## src/sv/ktbg_pkg.sv

```systemverilog
// shared types, constants and table functions for the keyed tone burst generator
package ktbg_pkg;

    localparam int SINE_TABLE_BITS_DEF    = 10;
    localparam int ENV_TABLE_BITS_DEF     = 8;
    localparam int SEG_COUNT_BITS_DEF     = 16;
    localparam int CMD_DEPTH              = 4;
    localparam int OUT_DEPTH              = 8;

    localparam logic [7:0]  KEY_DOWN_BYTE = 8'h5E;
    localparam logic [7:0]  KEY_UP_BYTE   = 8'h5F;
    localparam logic        OP_BYTE       = 1'b0;
    localparam logic        OP_TICK       = 1'b1;
    localparam logic        KIND_SAMPLE   = 1'b0;
    localparam logic        KIND_ECHO     = 1'b1;
    localparam logic [16:0] ENV_ONE       = 17'h10000;
    localparam logic [29:0] HALF_Q30      = 30'h2000_0000;
    localparam logic [14:0] AMPLITUDE     = 15'd32500;

    localparam logic [63:0] ONE_Q30 = 64'd1073741824;
    localparam logic [63:0] C1      = 64'd1686629713;
    localparam logic [63:0] C3      = 64'd693598668;
    localparam logic [63:0] C5      = 64'd85569306;
    localparam logic [63:0] C7      = 64'd5026995;
    localparam logic [63:0] C9      = 64'd172273;
    localparam logic [63:0] C11     = 64'd3855;

    typedef enum logic [1:0] {
        WAVE_OFF    = 2'd0,
        WAVE_SINE   = 2'd1,
        WAVE_SAW    = 2'd2,
        WAVE_SQUARE = 2'd3
    } t_wave;

    typedef enum logic [2:0] {
        CFG_PHASE_STEP  = 3'd0,
        CFG_WAVE_SELECT = 3'd1,
        CFG_EDGE_LEN    = 3'd2,
        CFG_EDGE_STEP   = 3'd3,
        CFG_TONE_LEN    = 3'd4,
        CFG_GAP_LEN     = 3'd5
    } t_cfg_idx;

    typedef struct packed {
        logic       op;
        logic [7:0] key_byte;
    } t_in_item;

    typedef struct packed {
        logic               kind;
        logic signed [15:0] sample;
        logic [7:0]         echo_byte;
        logic               segment_first;
    } t_out_item;

    typedef struct packed {
        logic [31:0] phase_step;
        t_wave       wave_select;
        logic [11:0] edge_len;
        logic [15:0] edge_step;
        logic [15:0] tone_len;
        logic [15:0] gap_len;
    } t_cfg;

    typedef struct packed {
        logic        kind;
        logic [7:0]  echo_byte;
        logic        first;
        t_wave       wave;
        logic [31:0] tone_phase;
        logic        rise_en;
        logic [16:0] rise_phase;
        logic        fall_en;
        logic [16:0] fall_phase;
    } t_cmd;

    // sin(pi/2 * u), u and result in q30
    function automatic logic [30:0] f_quarter_sin(input logic [63:0] u);
        logic [63:0] u2;
        logic [63:0] p;
        u2 = (u * u) >> 30;
        p  = C11;
        p  = C9 - ((u2 * p) >> 30);
        p  = C7 - ((u2 * p) >> 30);
        p  = C5 - ((u2 * p) >> 30);
        p  = C3 - ((u2 * p) >> 30);
        p  = C1 - ((u2 * p) >> 30);
        p  = (u * p) >> 30;
        if (p > ONE_Q30) begin
            p = ONE_Q30;
        end
        return p[30:0];
    endfunction

    // quarter wave sine magnitude, entry k of a table of 2^(sb-2)+1 entries
    function automatic logic [30:0] f_sine_entry(input int k, input int sb);
        return f_quarter_sin((64'(k) << 30) >> (sb - 2));
    endfunction

    // sine squared envelope in q16
    function automatic logic [16:0] f_env_entry(input int k, input int eb);
        logic [63:0] s;
        logic [63:0] e;
        s = 64'(f_quarter_sin((64'(k) << 30) >> eb));
        e = (s * s) >> 44;
        if (e > 64'(ENV_ONE)) begin
            e = 64'(ENV_ONE);
        end
        return e[16:0];
    endfunction

endpackage

```

## src/sv/ktbg_fifo.sv

```systemverilog
// small first-word-fall-through queue
module ktbg_fifo
    import ktbg_pkg::*;
#(
    parameter int  DEPTH = CMD_DEPTH,
    parameter type T     = t_cmd
) (
    input  logic                     i_clk,
    input  logic                     i_rst_n,
    input  logic                     i_push,
    input  T                         i_data,
    output logic                     o_full,
    input  logic                     i_pop,
    output T                         o_data,
    output logic                     o_empty,
    output logic [$clog2(DEPTH):0]   o_count
);

    localparam int PTR_W = $clog2(DEPTH);

    T                 r_mem [DEPTH];
    logic [PTR_W-1:0] r_wr_ptr;
    logic [PTR_W-1:0] r_rd_ptr;
    logic [PTR_W:0]   r_count;
    logic             w_wr;
    logic             w_rd;

    assign o_full  = (r_count == (PTR_W+1)'(DEPTH));
    assign o_empty = (r_count == '0);
    assign o_count = r_count;
    assign o_data  = r_mem[r_rd_ptr];
    assign w_wr    = i_push && !o_full;
    assign w_rd    = i_pop && !o_empty;

    always_ff @(posedge i_clk) begin
        if (w_wr) begin
            r_mem[r_wr_ptr] <= i_data;
        end
    end

    always_ff @(posedge i_clk) begin
        if (!i_rst_n) begin
            r_wr_ptr <= '0;
            r_rd_ptr <= '0;
            r_count  <= '0;
        end else begin
            if (w_wr) begin
                r_wr_ptr <= r_wr_ptr + 1'b1;
            end
            if (w_rd) begin
                r_rd_ptr <= r_rd_ptr + 1'b1;
            end
            if (w_wr && !w_rd) begin
                r_count <= r_count + 1'b1;
            end else if (w_rd && !w_wr) begin
                r_count <= r_count - 1'b1;
            end
        end
    end

endmodule

```

## config.mk

```make
export PLATFORM = sky130hd
export DESIGN_NAME = ktbg_fifo
export DESIGN_NICKNAME = d
export VERILOG_FILES = /design/src/sv/ktbg_pkg.sv /design/src/sv/ktbg_fifo.sv
export SDC_FILE = /design/constraint.sdc
export NUM_CORES = 1
export LEC_CHECK = 0
export ABC_AREA = 1
export BUFFER_PORTS_ARGS = -buffer_cell sky130_fd_sc_hd__buf_4
export CORE_MARGIN = 1.5
export CORE_UTILIZATION = 47
export CTS_CLUSTER_SIZE = 24
export DETAILED_ROUTE_END_ITERATION = 12
export PLACE_DENSITY = 0.69
export SYNTH_ARGS = -nofsm -noshare
export SYNTH_HDL_FRONTEND = slang
export SYNTH_SLANG_ARGS = --single-unit
```

## constraint.sdc

```tcl
create_clock -name i_clk -period 6.4 [get_ports i_clk]
set_clock_uncertainty 0.15 [all_clocks]
set_input_delay 0 -clock i_clk [delete_from_list [all_inputs] [get_ports i_clk]]
set_output_delay 0 -clock i_clk [all_outputs]
set_load 0.1 [all_outputs]
```

==> out/qor.yml, run 1 <==
layout:
  fin_area_mm2: 0.0156
  stdcell_count: 1444
  antennaDiodeCount: 0
  final_cell_mix: "edfxtp_1, buf_4, nor2_1, o21ai_0, dlygate4sd3_1"
  syn_to_final_growth_pct: 27.1
  nets: 1177
  layout_commonest_cell: "edfxtp_1"
  nFillCells: 1953
  drive_gt1_share_pct: 20.5
  final_util_pct: 60.4
floorplan:
  start_util_pct: 47.5
  dieArea_mm2: 0.0272
  top_level_ports: 169
  rows: 59
  dieHeight_um: 165
  die_x_um: 165
  fp.coreArea_mm2: 0.0259
logic_synthesis:
  syn_area_mm2: 0.0123
  ys_warn_count: 0
  syn-num-nets: 934
  synth_area_per_cell_um2: 14.6
  ys_seq_elements: 329
  syn_inst: 844
  yosysSeqAreaShare_pct: 79.5
  synth_cell_types: 20
route:
  vias_per_cell: 5.31
  drt-total-wl_um: 26000
  drt_first_pass_iters: 4
  ant_nets: 0
  wire_per_inst_um: 18.0
  dr_total_vias: 7663
  drc: 0
  drt_iter0_markers: 538
placed_design:
  detailed_place_hpwl_um: 13300
  place_area_mm2: 0.0138
  dp_cells: 1303
  numPortBuffers: 168
  place_congestion: 0.740
worst_setup_path:
  critPathLaunchType: "flop"
  cp_cell_sequence: "buf_4, o21ai_0, o22ai_1, buf_4"
  critical_path_class: "flop to primary output"
  slowest_delay_ns: 0.93
  crit_top_cell: "buf_4"
  endpoint_kind: "primary output"
  path_buf_inv: 2
  cp.required_ns: 6.25
  arrival_ns: 3.09
  crit_fanout: 86
  slowest_stage: "dfxtp_4"
  cp_top_family: "buffers and inverters"
power_and_ir_drop:
  total_leakage_power_nw: 5.55
  fin_total_pwr_w: 0.00787
  ir_drop_uv: 455
  p_per_area_mw_per_mm2: 503
clock_network:
  cts-resized-gates: 0
  numCtsBuffers: 34
  postCtsSetupRepairBufs: 0
  clk_pin_slew_worst_paths_ns: 0.06
  insertion_delay_ns: 0.49
  clock_sinks: 329
  cts_buffer_depth: 3
  htreeDepth: 2
  root_buffer: "clkbuf_16"
  cts_tree: "yes"
timing:
  slew_headroom_pct: 21.8
  finalCritPeriodShare_pct: 50.7
  setup_tns_ns: 0
  worst_pin_slew_ns: 1.17
  max_freq_mhz: 308
  finalSetupViolations: 0
  rsz0062_at_grt: "false"
  slew_violations: 0
  min_period_ns: 3.24
  hold_viol_final: 0
global_routing:
  grt-ovfl-total: 0
  antenna_found_initial: 0
  grt_usage_pct: 19.0
  first_global_vias: 7509
  grt_pass1_wl_um: 39200
  grt_max_degree: 161
run:
  drv_cap: 0
status:
  status: "completed"
worst_hold_path:
  hold_class: "input port to flop"
==> sequential cells by signal, summed over array words and instances, names as in the netlist, named ones only <==
signal,count
r_mem,320
o_count,3
r_rd_ptr,2
r_wr_ptr,2
==> layout make-up <==
cell class	count	area (µm²)	share of cell area, %
sequential	329	9790	62.6
multi-input combinational	445	2180	13.9
timing repair buffer	259	2150	13.8
clock buffer	43	906	5.79
tap	335	419	2.68
clock inverter	15	123	0.784
inverter	18	72.6	0.464
==> cells by family after synthesis <==
group,after synthesis,share of synthesized area [%]
DFF,329,79.5
AOI/OAI and AO/OA,244,10.7
and+or+nand+nor,194,5.99
buffers and inverters,70,3.02
adders and majority gates,6,0.671
xor gates and xnor gates,1,0.0712
==> worst reg2reg max path, stage by stage, from the launching register on <==
cell     delay [ns]
dfxtp_1        0.44
nor2_1         0.10
nand2_1        0.13
nand2_1        0.27
nor2_4         0.77
buf_4          0.78
==> synthesized netlist by cell type <==
| master | n | area, µm² |
|---|---|---|
| nand2_1 | 15 | 56.3 |
| inv_6 | 1 | 8.76 |
| nand3_1 | 4 | 20.0 |
| buf_4 | 1 | 7.51 |
| edfxtp_1 | 320 | 9610 |
| o21ai_1 | 10 | 50.1 |
| buf_6 | 11 | 124 |
| ha_1 | 5 | 62.6 |
| a21oi_1 | 3 | 15.0 |
| nand3b_1 | 1 | 7.51 |
| inv_1 | 17 | 63.8 |
| fa_1 | 1 | 20.0 |
| clkbuf_1 | 38 | 143 |
| xor2_1 | 1 | 8.76 |
| buf_12 | 1 | 20.0 |
| o22ai_1 | 80 | 500 |
| nor2_1 | 174 | 653 |
| o21ai_0 | 151 | 756 |
| dfxtp_1 | 9 | 180 |
| buf_2 | 1 | 5.00 |
==> through the flow <==
| stage | setup slack (ns) | hold WS, ns |
|---|---|---|
| final | 3.16 | 0.0907 |
| after global routing | 2.93 | 0.0838 |
| after CTS | 3.15 | 0.0690 |
| after detailed placement | 3.30 | 0.0527 |
| after global placement | 3.40 | 0.0508 |
| after floorplan | 0.962 | -0.0511 |
==> metal layers <==
| metal | track usage [%] | wire length (µm) | up-vias |
|---|---|---|---|
| met1 | 24.3 | 11100 | 3783 |
| met4 | 5.28 | 384 | 0 |
| met2 | 32.6 | 13000 | 209 |
| li1 | - | - | 3639 |
| met3 | 4.12 | 1530 | 32 |
| met5 | 0 | 0 | - |
==> worst paths after layout <==
path              slack (ns)            to   startpoint  depth (start not counted)
hold / removal          0.09  r_mem[1][42]   i_data[42]                          2
hold reg to reg         0.36   r_rd_ptr[1]  r_rd_ptr[1]                          2
setup reg to reg        3.36  r_mem[1][63]   o_count[0]                          5
setup / recovery        3.16    o_data[16]         flop                          4
==> power by group <==
group / switching, W / total, W / internal (W)
clock network: 0.000755 / 0.00183 / 0.00108
registers: 0.000109 / 0.00273 / 0.00262
logic: 0.00269 / 0.00331 / 0.000615
==> repair_timing <==
item	4_1_cts	5_1_grt
endpoints found under the setup margin	0	0
hold endpoints to repair	329	0
hold buffers	83	0
Note: power is estimated with default switching activity, not from simulation.
==> inputs of run 2 (changes only) <==
==> constraint.sdc (replaced) <==
create_clock -name i_clk -period 3.12 [get_ports i_clk]
set_clock_uncertainty 0.15 [all_clocks]
set_input_delay 0 -clock i_clk [delete_from_list [all_inputs] [get_ports i_clk]]
set_output_delay 0 -clock i_clk [all_outputs]
set_load 0.1 [all_outputs]
==> out/qor.yml, run 2 (same netlist as run 1, synthesis figures left out) <==
route:
  drc: 0  # unchanged
  wl_met3_um: 1400  # -8.0%
  wire_per_inst_um: 18.1  # +0.56%
  ant_nets: 0  # unchanged
  dr_total_vias: 7729  # +0.86%
  wl_met2_um: 13300  # +2.0%
  met1_length_um: 11300  # +1.8%
  drt-total-wl_um: 26400  # +1.5%
  top_layer: "met4"
  drt_iter0_markers: 523  # -2.8%
  vias_per_cell: 5.30  # about the same
  drt_first_pass_iters: 6  # +2
power_and_ir_drop:
  pwr-share-clk_pct: 23.2  # about the same
  ir_drop_uv: 681  # +50%
  combinationalPowerShare_pct: 43.0  # +1.0 points
  fin_total_pwr_w: 0.0163  # +110%
  p_int_w: 0.00895  # +110%
  total_leakage_power_nw: 5.63  # +1.5%
  p_per_area_mw_per_mm2: 1030  # +100%
  p_sw_share_pct: 45.0  # -0.20 points
  sequentialPowerShare_pct: 33.8  # -0.9 points
  p_sw_w: 0.00731  # +110%
worst_setup_path:
  critPathLaunchType: "flop"
  cp-endpoint: "o_data[20]"
  slowest_stage: "buf_4"
  crit_fanout: 80  # -7.0%
  crit-reg2reg-launch: "o_count[1]"
  endpoint_kind: "primary output"
  regToRegEndpoint: "o_count[1]"
  arrival_ns: 2.47  # -0.62 ns
  reg2reg_slack_ns: 0.81  # -2.55 ns
  crit_top_cell: "buf_4"
  cp_cell_sequence: "buf_4, o21ai_0, o22ai_1, buf_4"
  worst-r2r-cell-count: 9  # +4
  critical_path_class: "flop to primary output"
  cp.required_ns: 2.97  # -3.28 ns
  slowest_delay_ns: 0.67  # -0.26 ns
placed_design:
  numPortBuffers: 168  # unchanged
  pre_cts_slack_ns: 0.843  # -2.46 ns
  dp_cells: 1313  # +0.77%
  detailed_place_hpwl_um: 13800  # +3.7%
  place_congestion: 0.751  # +1.4%
clock_network:
  clk_pin_slew_worst_paths_ns: 0.06  # about the same
  root_buffer: "clkbuf_16"
  cts_buffer_depth: 3  # unchanged
  insertion_delay_ns: 0.49  # about the same
  clock_sinks: 329  # unchanged
  cts_tree: "yes"
  htreeDepth: 2  # unchanged
  numCtsBuffers: 34  # unchanged
layout:
  layout_commonest_cell: "edfxtp_1"
  regMostFlops: "r_mem"
  stdcell_count: 1457  # +0.90%
  final_cell_mix: "edfxtp_1, buf_4, nor2_1, o21ai_0, dlygate4sd3_1"
  nets: 1187  # +0.85%
  final_util_pct: 61.2  # +0.81 points
  syn_to_final_growth_pct: 28.8
  drive_gt1_share_pct: 21.1  # +0.67 points
  nFillCells: 1924  # -1.5%
  largest_reg_flops: 320  # unchanged
timing:
  hold_viol_final: 0  # unchanged
  setup_tns_ns: 0  # unchanged
  finalCritPeriodShare_pct: 84.0
  setup_ws_ns: 0.499  # -2.66 ns
  rsz0062_at_grt: "false"
  worst_pin_slew_ns: 0.882  # -0.290 ns
  max_freq_mhz: 382
  min_period_ns: 2.62
  slew_headroom_pct: 41.2  # +19 points
  finalSetupViolations: 0  # unchanged
  slew_violations: 0  # unchanged
floorplan:
  dieHeight_um: 165  # unchanged
  dieArea_mm2: 0.0272  # unchanged
  rows: 59  # unchanged
  fp.coreArea_mm2: 0.0259  # unchanged
  die_x_um: 165  # unchanged
  top_level_ports: 169  # unchanged
  start_util_pct: 47.5  # unchanged
global_routing:
  grt_pass1_wl_um: 40600  # +3.3%
  grt_usage_pct: 19.4  # +0.46 points
  first_global_vias: 7732  # +3.0%
  antenna_found_initial: 1  # +1
  grt-ovfl-total: 0  # unchanged
  grt_max_degree: 161  # unchanged
status:
  status: "completed"
worst_hold_path:
  hold_class: "input port to flop"
run:
  drv_cap: 0  # unchanged
[run 2: power groups by stage]
stage                     Combinational, W  Clock (W)  Sequential [W]
after global routing               0.00731    0.00402         0.00553
after detailed placement           0.00691          0         0.00558
final                              0.00699    0.00378         0.00549
after CTS                          0.00701    0.00385         0.00549
after global placement             0.00687          0         0.00557
after floorplan                    0.00535          0         0.00567
[run 2: through the flow]
stage                     area [µm²]  hold slack (ns)
after floorplan                12300          -0.0511
after global placement         14000           0.0514
after detailed placement       14000           0.0519
after CTS                      15900           0.0766
after global routing           15900           0.0880
final                          15900            0.102
[run 2: how the worst min path moves through the flow]
stage	startpoint	to	slack, ns	depth (start not counted)
6_report	i_data[2]	r_mem[0][2]	0.10	2
5_1_grt	i_data[51]	r_mem[3][51]	0.09	2
4_1_cts	i_data[65]	r_mem[3][65]	0.08	2
3_5_place_dp	i_data[65]	r_mem[3][65]	0.05	1
3_3_place_gp	i_data[51]	r_mem[3][51]	0.05	1
2_1_floorplan	i_data[0]	r_mem[0][0]	-0.05	0
[run 2: layout make-up]
type	instances	area (µm²)	area share [%]
Sequential cell	329	9800	61.8
Timing Repair Buffer	269	2350	14.8
Multi-Input combinational cell	445	2180	13.7
Clock buffer	48	925	5.83
Tap cell	335	419	2.64
Clock inverter	12	109	0.686
Inverter	18	72.6	0.458
Antenna cell	1	2.50	0.0158
[run 2: repair_timing]
action	4_1_cts	5_1_grt
hold buffers	83	0
resized for setup	0	0
hold endpoints to repair	329	0
buffers inserted	0	0
[run 2: worst max-delay path: cells and delay by family, from the launching register on]
kind,cells,cell delay (ns)
buf+inv,2,1.02
compound gates,2,0.58
flops,1,0.34
[run 2: metal layers]
metal	vias up	track usage [%]
met1	3831	25.1
met5	-	0
met3	36	3.64
met2	186	33.3
li1	3676	-
met4	0	5.86
==> inputs of run 3 (changes only) <==
--- a/config.mk
+++ b/config.mk
@@ -11,7 +11,7 @@
 export CORE_UTILIZATION = 47
 export CTS_CLUSTER_SIZE = 24
 export DETAILED_ROUTE_END_ITERATION = 12
-export PLACE_DENSITY = 0.69
+export PLACE_DENSITY = 0.72
 export SYNTH_ARGS = -nofsm -noshare
 export SYNTH_HDL_FRONTEND = slang
 export SYNTH_SLANG_ARGS = --single-unit
==> constraint.sdc (replaced) <==
create_clock -name i_clk -period 2.3 [get_ports i_clk]
set_clock_uncertainty 0.15 [all_clocks]
set_input_delay 0 -clock i_clk [delete_from_list [all_inputs] [get_ports i_clk]]
set_output_delay 0 -clock i_clk [all_outputs]
set_load 0.1 [all_outputs]
==> out/qor.yml, run 3 (same netlist as run 1, synthesis figures left out) <==
layout:
  syn_to_final_growth_pct: 34.5
  layout_commonest_cell: "edfxtp_1"
  final_cell_mix: "edfxtp_1, buf_4, nor2_1, o21ai_0, dlygate4sd3_1"
  largest_reg_flops: 320  # unchanged
  nFillCells: 1846  # -4.1%
  drive_gt1_share_pct: 29.2  # +8.0 points
  stdcell_count: 1465  # +0.55%
  regMostFlops: "r_mem"
  register_area_mm2: 0.00980  # about the same
  nets: 1193  # +0.51%
  multiInputGateArea_mm2: 0.00270  # +24%
power_and_ir_drop:
  pwr-share-clk_pct: 22.7  # -0.5 points
  sequentialPowerShare_pct: 32.8  # -1.0 points
  p_per_area_mw_per_mm2: 1380  # +35%
  fin_total_pwr_w: 0.0229  # +41%
  p_sw_share_pct: 44.9  # about the same
  p_sw_w: 0.0103  # +40%
  combinationalPowerShare_pct: 44.6  # +1.6 points
  ir_drop_uv: 1540  # +130%
  p_int_w: 0.0126  # +41%
  total_leakage_power_nw: 5.90  # +4.8%
timing:
  min_period_ns: 2.19
  setup_ws_ns: 0.107  # -0.393 ns
  slew_headroom_pct: 60.4  # +19 points
  slew_violations: 0  # unchanged
  finalSetupViolations: 0  # unchanged
  rsz0062_at_grt: "false"
  setup_tns_ns: 0  # unchanged
  finalCritPeriodShare_pct: 95.4
  hold_ws_ns: 0.0847  # -0.0171 ns
  max_freq_mhz: 456
  hold_viol_final: 0  # unchanged
  worst_pin_slew_ns: 0.592  # -0.290 ns
route:
  drt_iter0_markers: 550  # +5.2%
  drc: 0  # unchanged
  ant_nets: 0  # unchanged
  drt-total-wl_um: 27600  # +4.4%
  vias_per_cell: 5.38  # +1.5%
  wire_per_inst_um: 18.8  # +3.8%
  drt_first_pass_iters: 4  # -2
  dr_total_vias: 7885  # +2.0%
clock_network:
  numCtsBuffers: 34  # unchanged
  cts_buffer_depth: 3  # unchanged
  htreeDepth: 2  # unchanged
  cts_tree: "yes"
  postCtsSetupRepairBufs: 0  # unchanged
  clock_sinks: 329  # unchanged
  clk_pin_slew_worst_paths_ns: 0.06  # about the same
  insertion_delay_ns: 0.50  # about the same
  root_buffer: "clkbuf_16"
run:
  drv_cap: 0  # unchanged
global_routing:
  first_global_vias: 7873  # +1.8%
  met1_usage_pct: 26.6  # +1.5 points
  grt_max_degree: 81  # -50%
  busiest_layer: "met2"
  gr-usage-met2_pct: 34.8  # +1.4 points
  met3_usage_pct: 3.64  # unchanged
  grt_usage_pct: 20.2  # +0.83 points
  grt-ovfl-total: 0  # unchanged
  antenna_found_initial: 2  # +1
  grt_pass1_wl_um: 41800  # +3.0%
worst_setup_path:
  cp.required_ns: 2.15  # -0.82 ns
  endpoint_kind: "primary output"
  cp_cell_sequence: "buf_16, o21ai_0, o22ai_2, buf_4"
  crit_fanout: 80  # unchanged
  slowest_delay_ns: 0.44  # -0.23 ns
  critical_path_class: "flop to primary output"
  critPathLaunchType: "flop"
  arrival_ns: 2.04  # -0.43 ns
  crit-reg2reg-launch: "o_count[1]"
  slowest_stage: "dfxtp_4"
placed_design:
  place_congestion: 0.755  # +0.51%
  numPortBuffers: 168  # unchanged
  pre_cts_slack_ns: 0.273  # -0.569 ns
  detailed_place_hpwl_um: 14000  # +1.7%
  dp_cells: 1318  # +0.38%
floorplan:
  dieHeight_um: 165  # unchanged
  rows: 59  # unchanged
  start_util_pct: 47.5  # unchanged
  fp.coreArea_mm2: 0.0259  # unchanged
  dieArea_mm2: 0.0272  # unchanged
  top_level_ports: 169  # unchanged
  die_x_um: 165  # unchanged
worst_hold_path:
  worstHoldStart: "i_data[69]"
  hold_class: "input port to flop"
status:
  status: "completed"
run 3: cell types whose count changed in the layout (fill, tap and decap cells not counted), moves of 3 or more:
cell	before	now
o22ai_1	80	0
buf_6	0	3
buf_12	10	14
buf_4	176	173
o22ai_2	0	80
run 3: through the flow:
step | util [%] | cell area [µm²]
2_1_floorplan | - | 12900
3_3_place_gp | 56.4 | 14600
3_5_place_dp | 56.4 | 14600
4_1_cts | 63.9 | 16500
5_1_grt | 63.9 | 16600
6_report | 63.9 | 16600
run 3: worst max-delay path: cells and delay by family, from the launching register on:
family	cells	cell delay, ns
flip-flops	1	0.44
AO/OA/AOI/OAI	2	0.41
buffers and inverters	2	0.66
run 3: final timing paths:
path / to / slack (ns) / depth (start not counted)
worst max-delay path: o_data[52] / 0.11 / 4
worst min-delay path: r_mem[1][69] / 0.08 / 2
worst max register to register: o_count[1] / 0.24 / 9
worst min register to register: r_rd_ptr[0] / 0.37 / 2
run 3: layout make-up:
| class | instances | share of cell area (%) |
|---|---|---|
| flip-flops and latches | 329 | 59.2 |
| multi-input cells | 445 | 16.3 |
| repair buffers | 275 | 15.1 |
| clock buffers | 50 | 5.95 |
| well taps | 335 | 2.53 |
| inverters | 18 | 0.453 |
| clock inverters | 11 | 0.438 |
| diodes | 2 | 0.0302 |
run 3: repair_timing:
item | 4_1_cts | 5_1_grt
pin swaps | 0 | 0
hold buffers | 83 | 0
cloned | 1 | 0
endpoints found under the setup margin | 79 | 9
resized for setup | 3 | 3
hold endpoints to repair | 333 | 0
run 3: power by group through the flow:
stage	clock, W	sequential (W)	combinational [W]
detailed placement	0	0.00759	0.00997
floorplan	0	0.00770	0.00775
finish	0.00518	0.00748	0.0102
CTS	0.00527	0.00748	0.0102
global placement	0	0.00758	0.00988
global route	0.00552	0.00753	0.0106
run 3: metal layers:
layer | wire length, µm | part of all wire [%] | vias to the layer above
met5 | 0 | 0 | -
met1 | 11800 | 43 | 3949
met4 | 397 | 1.4 | 0
li1 | - | - | 3678
met2 | 14000 | 51 | 232
met3 | 1480 | 5.4 | 26
