[config.mk]
export PLATFORM = sky130hd
export DESIGN_NAME = ktbg_front
export DESIGN_NICKNAME = d
export VERILOG_FILES = /design/src/sv/ktbg_pkg.sv /design/src/sv/ktbg_front.sv
export SDC_FILE = /design/constraint.sdc
export NUM_CORES = 1
export LEC_CHECK = 0
export ABC_CLOCK_PERIOD_IN_PS = 6200
export BUFFER_PORTS_ARGS = -buffer_cell sky130_fd_sc_hd__buf_2
export CORE_ASPECT_RATIO = 2
export CORE_MARGIN = 1
export CORE_UTILIZATION = 40
export DETAILED_ROUTE_END_ITERATION = 6
export REMOVE_ABC_BUFFERS = 1
export SYNTH_ARGS = -nofsm -noshare
export SYNTH_HDL_FRONTEND = slang
export SYNTH_SLANG_ARGS = --single-unit
[constraint.sdc]
create_clock -name i_clk -period 6.2 [get_ports i_clk]
set_input_delay 0.62 -clock i_clk [delete_from_list [all_inputs] [get_ports i_clk]]
set_output_delay 0.62 -clock i_clk [all_outputs]
set_load 0.01 [all_outputs]
[src/sv/ktbg_pkg.sv]
// shared types, constants and table functions for the keyed tone burst generator
package ktbg_pkg;

    localparam int SINE_TABLE_BITS_DEF    = 10;
    localparam int ENV_TABLE_BITS_DEF     = 8;
    localparam int SEG_COUNT_BITS_DEF     = 16;
    localparam int CMD_DEPTH              = 4;
    localparam int OUT_DEPTH              = 8;

    localparam logic [7:0]  KEY_DOWN_BYTE = 8'h5E;
    localparam logic [7:0]  KEY_UP_BYTE   = 8'h5F;
    localparam logic        OP_BYTE       = 1'b0;
    localparam logic        OP_TICK       = 1'b1;
    localparam logic        KIND_SAMPLE   = 1'b0;
    localparam logic        KIND_ECHO     = 1'b1;
    localparam logic [16:0] ENV_ONE       = 17'h10000;
    localparam logic [29:0] HALF_Q30      = 30'h2000_0000;
    localparam logic [14:0] AMPLITUDE     = 15'd32500;

    localparam logic [63:0] ONE_Q30 = 64'd1073741824;
    localparam logic [63:0] C1      = 64'd1686629713;
    localparam logic [63:0] C3      = 64'd693598668;
    localparam logic [63:0] C5      = 64'd85569306;
    localparam logic [63:0] C7      = 64'd5026995;
    localparam logic [63:0] C9      = 64'd172273;
    localparam logic [63:0] C11     = 64'd3855;

    typedef enum logic [1:0] {
        WAVE_OFF    = 2'd0,
        WAVE_SINE   = 2'd1,
        WAVE_SAW    = 2'd2,
        WAVE_SQUARE = 2'd3
    } t_wave;

    typedef enum logic [2:0] {
        CFG_PHASE_STEP  = 3'd0,
        CFG_WAVE_SELECT = 3'd1,
        CFG_EDGE_LEN    = 3'd2,
        CFG_EDGE_STEP   = 3'd3,
        CFG_TONE_LEN    = 3'd4,
        CFG_GAP_LEN     = 3'd5
    } t_cfg_idx;

    typedef struct packed {
        logic       op;
        logic [7:0] key_byte;
    } t_in_item;

    typedef struct packed {
        logic               kind;
        logic signed [15:0] sample;
        logic [7:0]         echo_byte;
        logic               segment_first;
    } t_out_item;

    typedef struct packed {
        logic [31:0] phase_step;
        t_wave       wave_select;
        logic [11:0] edge_len;
        logic [15:0] edge_step;
        logic [15:0] tone_len;
        logic [15:0] gap_len;
    } t_cfg;

    typedef struct packed {
        logic        kind;
        logic [7:0]  echo_byte;
        logic        first;
        t_wave       wave;
        logic [31:0] tone_phase;
        logic        rise_en;
        logic [16:0] rise_phase;
        logic        fall_en;
        logic [16:0] fall_phase;
    } t_cmd;

    // sin(pi/2 * u), u and result in q30
    function automatic logic [30:0] f_quarter_sin(input logic [63:0] u);
        logic [63:0] u2;
        logic [63:0] p;
        u2 = (u * u) >> 30;
        p  = C11;
        p  = C9 - ((u2 * p) >> 30);
        p  = C7 - ((u2 * p) >> 30);
        p  = C5 - ((u2 * p) >> 30);
        p  = C3 - ((u2 * p) >> 30);
        p  = C1 - ((u2 * p) >> 30);
        p  = (u * p) >> 30;
        if (p > ONE_Q30) begin
            p = ONE_Q30;
        end
        return p[30:0];
    endfunction

    // quarter wave sine magnitude, entry k of a table of 2^(sb-2)+1 entries
    function automatic logic [30:0] f_sine_entry(input int k, input int sb);
        return f_quarter_sin((64'(k) << 30) >> (sb - 2));
    endfunction

    // sine squared envelope in q16
    function automatic logic [16:0] f_env_entry(input int k, input int eb);
        logic [63:0] s;
        logic [63:0] e;
        s = 64'(f_quarter_sin((64'(k) << 30) >> eb));
        e = (s * s) >> 44;
        if (e > 64'(ENV_ONE)) begin
            e = 64'(ENV_ONE);
        end
        return e[16:0];
    endfunction

endpackage

[src/sv/ktbg_front.sv]
// front end: key latch, segment sequencer and phase accumulators
module ktbg_front
    import ktbg_pkg::*;
#(
    parameter int SEG_BITS = SEG_COUNT_BITS_DEF
) (
    input  logic     i_clk,
    input  logic     i_rst_n,
    input  logic     i_accept,
    input  t_in_item i_item,
    input  t_cfg     i_cfg,
    output logic     o_cmd_push,
    output t_cmd     o_cmd
);

    localparam int CMP_W = ((SEG_BITS > 16) ? SEG_BITS : 16) + 2;

    logic                r_key_down;
    logic                r_in_tone;
    logic                r_seg_active;
    logic [SEG_BITS-1:0] r_index;
    logic [31:0]         r_tone_phase;
    logic [16:0]         r_rise_phase;
    logic [16:0]         r_fall_phase;

    logic                w_tick;
    logic                w_key_byte;
    logic                w_tone;
    logic [SEG_BITS-1:0] w_x;
    logic [31:0]         w_tp;
    logic [16:0]         w_rp;
    logic [16:0]         w_fp;
    logic [16:0]         w_fp_new;
    logic [15:0]         w_len;
    logic [CMP_W-1:0]    w_x_ext;
    logic                w_rise_en;
    logic                w_fall_en;
    logic                w_last;

    function automatic logic [16:0] f_sat_add(input logic [16:0] p, input logic [15:0] s);
        logic [17:0] sum;
        sum = 18'(p) + 18'(s);
        return (sum > 18'(ENV_ONE)) ? ENV_ONE : sum[16:0];
    endfunction

    assign w_tick     = (i_item.op == OP_TICK);
    assign w_key_byte = (i_item.key_byte == KEY_DOWN_BYTE) || (i_item.key_byte == KEY_UP_BYTE);
    assign w_tone     = r_seg_active ? r_in_tone : r_key_down;
    assign w_x        = r_seg_active ? r_index : '0;
    assign w_tp       = r_seg_active ? r_tone_phase : '0;
    assign w_rp       = r_seg_active ? r_rise_phase : '0;
    assign w_fp       = r_seg_active ? r_fall_phase : '0;
    assign w_fp_new   = f_sat_add(w_fp, i_cfg.edge_step);
    assign w_len      = w_tone ? i_cfg.tone_len : i_cfg.gap_len;
    assign w_x_ext    = CMP_W'(w_x);
    assign w_rise_en  = w_x_ext < CMP_W'(i_cfg.edge_len);
    assign w_fall_en  = (w_x_ext + CMP_W'(i_cfg.edge_len)) > CMP_W'(w_len);
    assign w_last     = ((w_x_ext + CMP_W'(2)) >= CMP_W'(w_len))
                     || ((w_x_ext + CMP_W'(1)) >= CMP_W'({SEG_BITS{1'b1}}));

    assign o_cmd_push = i_accept && (w_tick || !w_key_byte);

    always_comb begin
        o_cmd            = '0;
        o_cmd.kind       = w_tick ? KIND_SAMPLE : KIND_ECHO;
        o_cmd.wave       = WAVE_OFF;
        if (w_tick) begin
            o_cmd.first      = !r_seg_active;
            o_cmd.wave       = w_tone ? i_cfg.wave_select : WAVE_OFF;
            o_cmd.tone_phase = w_tp;
            o_cmd.rise_en    = w_rise_en;
            o_cmd.rise_phase = w_rp;
            o_cmd.fall_en    = w_fall_en;
            o_cmd.fall_phase = w_fp_new;
        end else begin
            o_cmd.echo_byte  = i_item.key_byte;
        end
    end

    always_ff @(posedge i_clk) begin
        if (!i_rst_n) begin
            r_key_down   <= 1'b0;
            r_in_tone    <= 1'b0;
            r_seg_active <= 1'b0;
            r_index      <= '0;
            r_tone_phase <= '0;
            r_rise_phase <= '0;
            r_fall_phase <= '0;
        end else if (i_accept) begin
            if (!w_tick) begin
                if (i_item.key_byte == KEY_DOWN_BYTE) begin
                    r_key_down <= 1'b1;
                end else if (i_item.key_byte == KEY_UP_BYTE) begin
                    r_key_down <= 1'b0;
                end
            end else begin
                r_in_tone    <= w_tone;
                r_tone_phase <= w_tp + i_cfg.phase_step;
                r_rise_phase <= w_rise_en ? f_sat_add(w_rp, i_cfg.edge_step) : w_rp;
                r_fall_phase <= w_fall_en ? w_fp_new : w_fp;
                r_seg_active <= !w_last;
                r_index      <= w_last ? w_x : w_x + 1'b1;
            end
        end
    end

endmodule

==> impl_metrics.tcl, run 1 <==
set metrics [dict create \
    status "complete, but fails checks" \
    violations "DRC" \
    synth_area_leaders "dfxtp_1 (17%), ha_1 (15%), a21oi_1 (5.6%), and2_1 (5.1%), xnor2_1 (5.0%)" \
    synth_ff_type "dfxtp_1" \
    ir_drop_v 0.000133 \
    ys_seq_elements 85 \
    clk_latency_ns 0.35 \
    worstMarginPinSlew_ns 1.07 \
    synthCells 1320 \
    antenna_found_initial 0 \
    yosysWarnings 0 \
    crit_path_end_kind "output pin" \
    vias 10120 \
    setup_ws_ns 0.551 \
    avgSynthCellArea_um2 7.37 \
    switching_share_pct 29.5 \
    fin_crit_ns 5.65 \
    fmax_mhz 177 \
    cp_max_fo 33 \
    die_x_um 112 \
    rsz0062_at_grt "false" \
    clkPwrFrac_pct 39.9 \
    ctsHoldBuffers 0 \
    critPathLaunchType "register" \
    port_buffers 186 \
    postCtsSetupBuffers 0 \
    synth_top_area_share_pct 17.5 \
    syn_area_um2 9730 \
    dp_slack_ns 0.964 \
    cts_resized 0 \
    worst-setup-path-type "register to output pin" \
    postRouteAntennaNets 0 \
    wl_um 32200 \
    async_reset_ff_share_pct 0 \
    crit_top_cell "a21oi_1" \
    cp_cell_sequence "and2_1, ha_1, nand2b_1, a21oi_1, o22ai_1, a211oi_1, a211oi_1, o31ai_1, and3_1, o2111a_1, xnor2_1, nor2_1, ha_1, nand3_1, o21ai_0, a21oi_1, a31oi_1, a21oi_1, buf_4, nor2_1, buf_2" \
    timing.critical_path.arrival_ns 5.03 \
    synth.distinct_cells 81 \
    seq_power_share_pct 37.3 \
    die_area_um2 25000 \
    wl_per_cell_um 18.4 \
    crit_required_ns 5.58 \
    powerDensity_nw_per_um2 139 \
    ys_seq_area_share_pct 17.5 \
    stdcell_area_um2 11200 \
    row_count 80 \
    root_buffer "clkbuf_16" \
    die_y_um 223 \
    drc 11 \
    switching_power_uw 461 \
    fp.coreArea_um2 23800 \
    cts_inserted_buffers 9 \
    drv_cap 0 \
    grt_usage_pct 25.9 \
    layout_commonest_cell "buf_2" \
    fillers 2520 \
    antenna_cells 0 \
    finalHoldViolations 0 \
    slowest_delay_ns 0.57 \
    dpl-instance-area_um2 10900 \
    period_share_pct 91.1 \
    hpwlAfterDp_um 25700 \
    clock_skew_ns 0.0100 \
    comb_power_share_pct 22.7 \
    areaGrowthSynthToFinish_pct 15.2 \
    first_iter_violations 443 \
    ios 187 \
    cts_tree "done" \
    setup_violations 0 \
    drv_slew 0 \
    nets 1688 \
    cp.buffers_inverters 2 \
    grt_pass1_vias 10153 \
    crit_family "compound AO/OA/AOI/OAI gates" \
    layout_common_cells "buf_2 (186), nor2_1 (118), ha_1 (116)" \
    grt_pass1_wl_um 50700 \
    drive_above_1_share_pct 16.1 \
    slew_headroom_pct 28.7 \
    p_leak_uw 0.00551 \
    gp_congestion 0.933 \
    synth-edff-count 0 \
    cts_max_level 3 \
    grt_max_degree 81 \
    viasPerCell 5.77 \
    gr-total-overflow 0 \
    start_util_pct 40.9 \
    clk_path_buf_depth 2 \
    yosysTopAreaCell "dfxtp_1" \
    p_int_uw 1100 \
    worst_path_max_delay_cell "dfxtp_4" \
    min_path_type "register to register" \
    cts.sink_count 85 \
    firstDrtPassIters 7 \
    clkSlewWorstSetupHoldPaths_ns 0.06 \
]
## cells by family after synthesis
family / synth area share [%]
AOI/OAI and AO/OA: 24.2
muxes: 2.71
xor gates and xnor gates: 8.01
adders and majority gates: 15.8
buffers and inverters: 5.28
and+or+nand+nor: 26.5
DFF: 17.5
## synth_stat cells (29+ instances only)
cell type,number
nor2_1,118
ha_1,116
nand2_1,112
a21oi_1,108
dfxtp_1,85
and2_1,79
inv_1,65
o21ai_0,60
clkbuf_1,59
xnor2_1,56
and3_1,55
nand3_1,36
xor2_1,33
a21o_1,29
## flip-flops by register name (all words and copies together) (netlist names)
name	cells
r_rise_phase	17
r_in_tone	1
r_fall_phase	17
r_index	16
r_key_down	1
r_seg_active	1
r_tone_phase	32
## per-layer routing
layer | global-route usage, % | share of wire [%] | wire, um
met1 | 23.8 | 35 | 11100
met2 | 50.4 | 54 | 17400
met3 | 2.89 | 3.3 | 1080
met4 | 20.2 | 7.9 | 2540
met5 | 0 | 0 | 0
## power groups by stage
| stage | combinational, uW | sequential, uW | clock (uW) |
|---|---|---|---|
| final | 355 | 583 | 623 |
| after global routing | 395 | 585 | 653 |
| after CTS | 357 | 582 | 639 |
| after detailed placement | 355 | 595 | 0 |
| after global placement | 351 | 594 | 0 |
| after floorplan | 212 | 594 | 0 |
## worst paths after layout
path | start | endpoint | slack (ns) | depth (start not counted)
worst max register to register | r_seg_active$_SDFFE_PN0P_ | r_fall_phase[8]$_SDFFE_PN0P_ | 0.95 | 22
worst max-delay path | r_seg_active$_SDFFE_PN0P_ | o_cmd[17] | 0.55 | 21
worst min register to register | r_fall_phase[14]$_SDFFE_PN0P_ | r_fall_phase[14]$_SDFFE_PN0P_ | 0.46 | 1
worst min-delay path | r_fall_phase[14]$_SDFFE_PN0P_ | r_fall_phase[14]$_SDFFE_PN0P_ | 0.46 | 1
## per-stage QoR
step / TNS [ns] / hold slack, ns / utilization (%) / total power [uW] / std cells
6_report: 0 / 0.456 / 47.1 / 1560 / 1753
5_1_grt: 0 / 0.480 / 47.1 / 1630 / 1753
3_5_place_dp: 0 / 0.440 / 45.7 / 950 / 1738
4_1_cts: 0 / 0.460 / 47.1 / 1580 / 1753
2_1_floorplan: -12.96 / 0.425 / - / 807 / 1251
3_3_place_gp: 0 / 0.437 / 45.7 / 945 / 1738
## final cells by class
cell class | count | area [um^2] | share of cell area, %
tap | 287 | 359 | 3.20
inverter | 66 | 248 | 2.21
clock buffer | 11 | 233 | 2.08
clock inverter | 4 | 98.8 | 0.881
timing repair buffer | 200 | 1040 | 9.24
sequential | 85 | 1710 | 15.2
multi-input combinational | 1100 | 7530 | 67.2
Power figures use the tool's default switching activity.
==> run 2, diff against run 1 <==
- CORE_ASPECT_RATIO: 2 -> 1.4
==> run 2 against run 1 <==
  * The flow now finishes without violations
  * Hold slack gained 0.0050 ns
  * Utilization shrank 0.14 points
  * Die area shrank 0.11%
  * Global-route usage shrank 2.5 points
  * Combinational power shrank 2%
  * Worst setup slack lost 0.016 ns
  * Power grew 0.90%
  * Critical path depth grew 2
  * Clock skew grew 0.0010 ns
  * Non-clock buffer count shrank 6
  * Register-to-register slack lost 0.07 ns
  * Critical endpoint unchanged
  * Highest routed layer unchanged
==> impl_metrics.tcl, run 2 (synthesis results as in run 1) <==
set metrics [dict create \
    grt_max_degree 75 \
    postRouteAntennaNets 0 \
    drv_cap 0 \
    stdcell_area_um2 11200 \
    min_path_type "register to register" \
    setup_violations 0 \
    cts.sink_count 85 \
    cts_inserted_buffers 9 \
    fp.coreArea_um2 23900 \
    grt_busiest_layer "met2" \
    setup_ws_ns 0.535 \
    largest_register_ff_count 32 \
    dpl-instance-area_um2 10900 \
    dp_slack_ns 0.780 \
    grt_pass1_vias 9499 \
    drv_slew 0 \
    drc 0 \
    top_register "r_tone_phase" \
    cp-startpoint "r_seg_active$_SDFFE_PN0P_" \
    grtUsageMet3_pct 3.72 \
    worst_path_max_delay_cell "dfxtp_4" \
    reg_top3 "r_tone_phase x32, r_fall_phase x17, r_rise_phase x17" \
    hpwlAfterDp_um 22600 \
    worstMarginPinSlew_ns 1.05 \
    start_util_pct 40.7 \
    wl_per_cell_um 16.4 \
    die_y_um 187 \
    r2r-end "r_fall_phase[8]$_SDFFE_PN0P_" \
    die_area_um2 25000 \
    switching_power_uw 472 \
    port_buffers 186 \
    postCtsSetupBuffers 0 \
    viasPerCell 5.55 \
    cts_max_level 3 \
    cts_tree "done" \
    fin_crit_ns 5.66 \
    seq_power_share_pct 36.9 \
    antenna_cells 0 \
    layout_commonest_cell "buf_2" \
    cp.buffers_inverters 3 \
    nets 1682 \
    rsz0062_at_grt "false" \
    worst-setup-path-type "register to output pin" \
    slowest_delay_ns 0.48 \
    cp_max_fo 19 \
    cp_cell_sequence "inv_1, nor2_1, ha_1, inv_1, fa_1, o21bai_1, maj3_1, o21a_1, o21ai_0, a31oi_1, a21bo_2, nand3_1, xor2_1, nor2_1, ha_1, a21o_1, a21oi_1, o21ai_0, a21oi_1, a31oi_1, a21oi_2, nor2_1, buf_2" \
    wl_um 29100 \
    grt_usage_pct 23.3 \
    timing.critical_path.arrival_ns 5.04 \
    clk_path_buf_depth 2 \
    drive_above_1_share_pct 16.0 \
    critPathLaunchType "register" \
    p_total_uw 1570 \
    p_leak_uw 0.00550 \
    use_met2_pct 41.4 \
    areaGrowthSynthToFinish_pct 15.2 \
    grt_pass1_wl_um 47300 \
    row_count 67 \
    clkSlewWorstSetupHoldPaths_ns 0.07 \
    hp-start "r_tone_phase[11]$_SDFFE_PN0P_" \
    period_share_pct 91.4 \
    ios 187 \
    antenna_found_initial 0 \
    r2r_cells 24 \
    p_int_uw 1100 \
    final_util_pct 46.9 \
    slew_headroom_pct 29.9 \
    fmax_mhz 177 \
    powerDensity_nw_per_um2 140 \
    comb_power_share_pct 22.1 \
    firstDrtPassIters 5 \
    crit_required_ns 5.58 \
    layout_common_cells "buf_2 (186), nor2_1 (118), ha_1 (116)" \
    crit_path_end_kind "output pin" \
    finalHoldViolations 0 \
    hold_end "r_tone_phase[11]$_SDFFE_PN0P_" \
    ir_drop_v 0.000134 \
    switching_share_pct 30.0 \
    crit_top_cell "nor2_1" \
    reg2reg_slack_ns 0.88 \
    grtUsageMet1_pct 28.4 \
    vias 9821 \
    die_x_um 134 \
    root_buffer "clkbuf_16" \
    first_iter_violations 462 \
    gp_congestion 0.891 \
    r2r-start "r_seg_active$_SDFFE_PN0P_" \
    gr-total-overflow 0 \
    clock_skew_ns 0.0111 \
    status "finished clean" \
    crit_family "compound AO/OA/AOI/OAI gates" \
    clkPwrFrac_pct 41.0 \
    clk_latency_ns 0.36 \
    worstHoldPathCells 2 \
]
==> run 2: power groups by stage <==
stage	logic, uW	registers [uW]	clock network (uW)
2_1_floorplan	212	594	0
4_1_cts	349	581	657
5_1_grt	389	584	676
6_report	348	582	645
3_5_place_dp	347	593	0
3_3_place_gp	343	593	0
==> run 2: worst register-to-register path, stage by stage (launching register included) <==
cell	delay (ns)
dfxtp_4	0.48
inv_1	0.26
nor2_1	0.28
ha_1	0.22
inv_1	0.06
fa_1	0.39
o21bai_1	0.16
maj3_1	0.23
o21a_1	0.17
o21ai_0	0.13
a31oi_1	0.28
a21bo_2	0.23
nand3_1	0.10
xor2_1	0.17
nor2_1	0.06
ha_1	0.33
a21o_1	0.19
a21oi_1	0.15
o21ai_0	0.10
a21oi_1	0.11
a31oi_1	0.06
a21oi_2	0.31
nor2_1	0.13
o21a_1	0.29
a32o_1	0.33
==> run 2: timing repair <==
| action | 4_1_cts | 5_1_grt |
|---|---|---|
| endpoints found under the setup margin | 0 | 1 |
| hold buffers | 0 | 0 |
| resized for setup | 0 | 1 |
==> run 2: stage by stage <==
step	hold slack, ns	cells	TNS, ns
floorplan	0.425	1251	-12.96
global placement	0.438	1755	0
detailed placement	0.446	1755	0
CTS	0.457	1771	0
global route	0.475	1771	0
finish	0.461	1771	0
==> run 2: how the worst max path moves through the flow <==
stage,endpoint,slack (ns),cells after the start
floorplan,r_fall_phase[0]$_SDFFE_PN0P_,-0.78,24
global placement,o_cmd[17],0.90,23
detailed placement,r_fall_phase[8]$_SDFFE_PN0P_,0.78,24
CTS,o_cmd[17],0.40,23
global route,o_cmd[17],0.12,23
finish,o_cmd[17],0.54,23
==> run 2: layer usage <==
layer / wire [um] / vias to the layer above
met4: 651 / 0
met3: 1520 / 45
met1: 12900 / 4526
li1: - / 5000
met2: 14000 / 250
met5: 0 / -
==> run 2: layout make-up <==
cell class	count	area, um^2
Fill cell	2525	12700
Tap cell	310	388
Sequential cell	85	1710
Multi-Input combinational cell	1100	7540
Clock inverter	7	119
Inverter	66	248
Clock buffer	9	225
Timing Repair Buffer	194	991
==> run 3, diff against run 2 <==
- CORE_UTILIZATION: 40 -> 47
- PLACE_DENSITY: unset -> 0.72
==> run 3 against run 2 <==
  * Hold slack lost 0.0035 ns
  * Cell count shrank 3.2%
  * Register-to-register slack lost 0.03 ns
  * Largest power group is now sequential cells
  * Sequential power is essentially flat
  * Critical endpoint unchanged
==> impl_metrics.tcl, run 3 (synthesis results as in run 1) <==
set metrics [dict create \
    ir_drop_v 0.000109 \
    period_share_pct 92.6 \
    port_buffers 186 \
    ctsHoldBuffers 0 \
    crit_required_ns 5.58 \
    cts_resized 0 \
    nets 1684 \
    die_y_um 172 \
    antenna_found_initial 0 \
    root_buffer "clkbuf_16" \
    switching_share_pct 30.5 \
    vias 9992 \
    grt_max_degree 61 \
    drv_slew 0 \
    setup_tns_ns 0 \
    clock_skew_ns 0.00750 \
    drc 0 \
    postCtsSetupBuffers 0 \
    slowest_delay_ns 0.64 \
    postRouteAntennaNets 0 \
    layout_commonest_cell "buf_2" \
    reg_top3 "r_tone_phase x32, r_fall_phase x17, r_rise_phase x17" \
    cp_cell_sequence "inv_1, nor2_1, ha_1, inv_1, fa_1, o21bai_1, maj3_1, o21a_1, o31ai_1, a31oi_1, a21bo_2, nand3_1, xor2_1, nor2_1, ha_1, a21o_1, a21oi_1, o21ai_0, a21oi_1, a31oi_1, a21oi_1, nor2_1, buf_2" \
    worst_path_max_delay_cell "dfxtp_4" \
    gp_congestion 0.967 \
    timing.critical_path.arrival_ns 5.12 \
    row_count 61 \
    comb_power_share_pct 23.0 \
    die_x_um 124 \
    cts_tree "done" \
    setup_violations 0 \
    antenna_cells 0 \
    powerDensity_nw_per_um2 135 \
    cp-endpoint "o_cmd[17]" \
    top_register "r_tone_phase" \
    wl_per_cell_um 16.2 \
    wl_um 27800 \
    fillers 1987 \
    crit_path_end_kind "output pin" \
    grt_pass1_vias 9639 \
    die_area_um2 21300 \
    firstDrtPassIters 7 \
    first_iter_violations 490 \
    grt_pass1_wl_um 45500 \
    hpwlAfterDp_um 21800 \
    r2r-start "r_seg_active$_SDFFE_PN0P_" \
    slew_headroom_pct 32.2 \
    finalHoldViolations 0 \
    seq_power_share_pct 39.0 \
    ios 187 \
    reg2reg_slack_ns 0.85 \
    cts_inserted_buffers 9 \
    r2r-end "r_fall_phase[8]$_SDFFE_PN0P_" \
    p_int_uw 1040 \
    worst-setup-path-type "register to output pin" \
    rsz0062_at_grt "false" \
    cts.sink_count 85 \
    fp.coreArea_um2 20100 \
    p_leak_uw 0.00548 \
    switching_power_uw 456 \
    clkPwrFrac_pct 37.9 \
    gr-total-overflow 0 \
    drv_cap 0 \
    areaGrowthSynthToFinish_pct 14.2 \
    cp_max_fo 49 \
    cp-startpoint "r_seg_active$_SDFFE_PN0P_" \
    viasPerCell 5.83 \
    critPathLaunchType "register" \
    grt_usage_pct 26.9 \
    layout_common_cells "buf_2 (186), nor2_1 (118), ha_1 (116)" \
    min_path_type "register to register" \
    clkSlewWorstSetupHoldPaths_ns 0.07 \
    final_util_pct 55.4 \
    clk_path_buf_depth 2 \
    fmax_mhz 174 \
    drive_above_1_share_pct 16.1 \
    r2r_cells 24 \
    worstMarginPinSlew_ns 1.02 \
    start_util_pct 48.5 \
    fin_crit_ns 5.74 \
    clk_latency_ns 0.35 \
    cts_max_level 3 \
    status "finished clean" \
    largest_register_ff_count 32 \
]
run 3: cell type report:
cell class	instances	area, um^2	share of cell area (%)
Clock buffer	11	253	2.27
Sequential cell	85	1710	15.3
Inverter	66	248	2.23
Timing Repair Buffer	196	1010	9.05
Clock inverter	5	58.8	0.529
Tap cell	252	315	2.84
Multi-Input combinational cell	1100	7520	67.7
run 3: worst max-delay path: cells and delay by family (launching register included):
family                     cells  cell delay [ns]
AOI/OAI and AO/OA             11             2.06
xor gates and xnor gates       1             0.17
adders and majority gates      4             1.08
buffers and inverters          3             0.33
DFF                            1             0.64
and+or+nand+nor                4             0.51
run 3: power groups by stage:
stage / registers, uW / logic [uW] / clock network, uW
2_1_floorplan: 594 / 212 / 0
3_3_place_gp: 595 / 336 / 0
3_5_place_dp: 596 / 342 / 0
4_1_cts: 584 / 344 / 582
5_1_grt: 587 / 384 / 608
6_report: 584 / 344 / 568
run 3: how the worst min path moves through the flow:
stage / startpoint / slack (ns) / endpoint / depth (start not counted)
after global placement: r_fall_phase[8]$_SDFFE_PN0P_ / 0.44 / r_fall_phase[8]$_SDFFE_PN0P_ / 1
after CTS: r_fall_phase[8]$_SDFFE_PN0P_ / 0.46 / r_fall_phase[8]$_SDFFE_PN0P_ / 1
after floorplan: r_fall_phase[13]$_SDFFE_PN0P_ / 0.42 / r_fall_phase[13]$_SDFFE_PN0P_ / 1
final: r_fall_phase[8]$_SDFFE_PN0P_ / 0.46 / r_fall_phase[8]$_SDFFE_PN0P_ / 1
after global routing: r_fall_phase[8]$_SDFFE_PN0P_ / 0.48 / r_fall_phase[8]$_SDFFE_PN0P_ / 1
after detailed placement: r_fall_phase[8]$_SDFFE_PN0P_ / 0.45 / r_fall_phase[8]$_SDFFE_PN0P_ / 1
run 3: metrics by stage:
step                hold slack [ns]  instance area (um^2)  setup slack [ns]  instances  power (uW)
detailed placement            0.446                 10800             0.921       1699         938
floorplan                     0.425                  9470            -0.785       1251         807
global route                  0.483                 11100             0.179       1715        1580
CTS                           0.462                 11100             0.546       1715        1510
finish                        0.458                 11100             0.457       1715        1500
global placement              0.440                 10800              1.01       1699         932
run 3: metal layers:
metal	routed length (um)	GRT usage [%]	share of wire, %	vias up
met5	0	0	0	-
met4	1030	12.2	3.7	0
met3	1550	4.45	5.6	71
met2	13400	47.0	48	319
met1	11900	31.6	43	4607
li1	-	-	-	4995
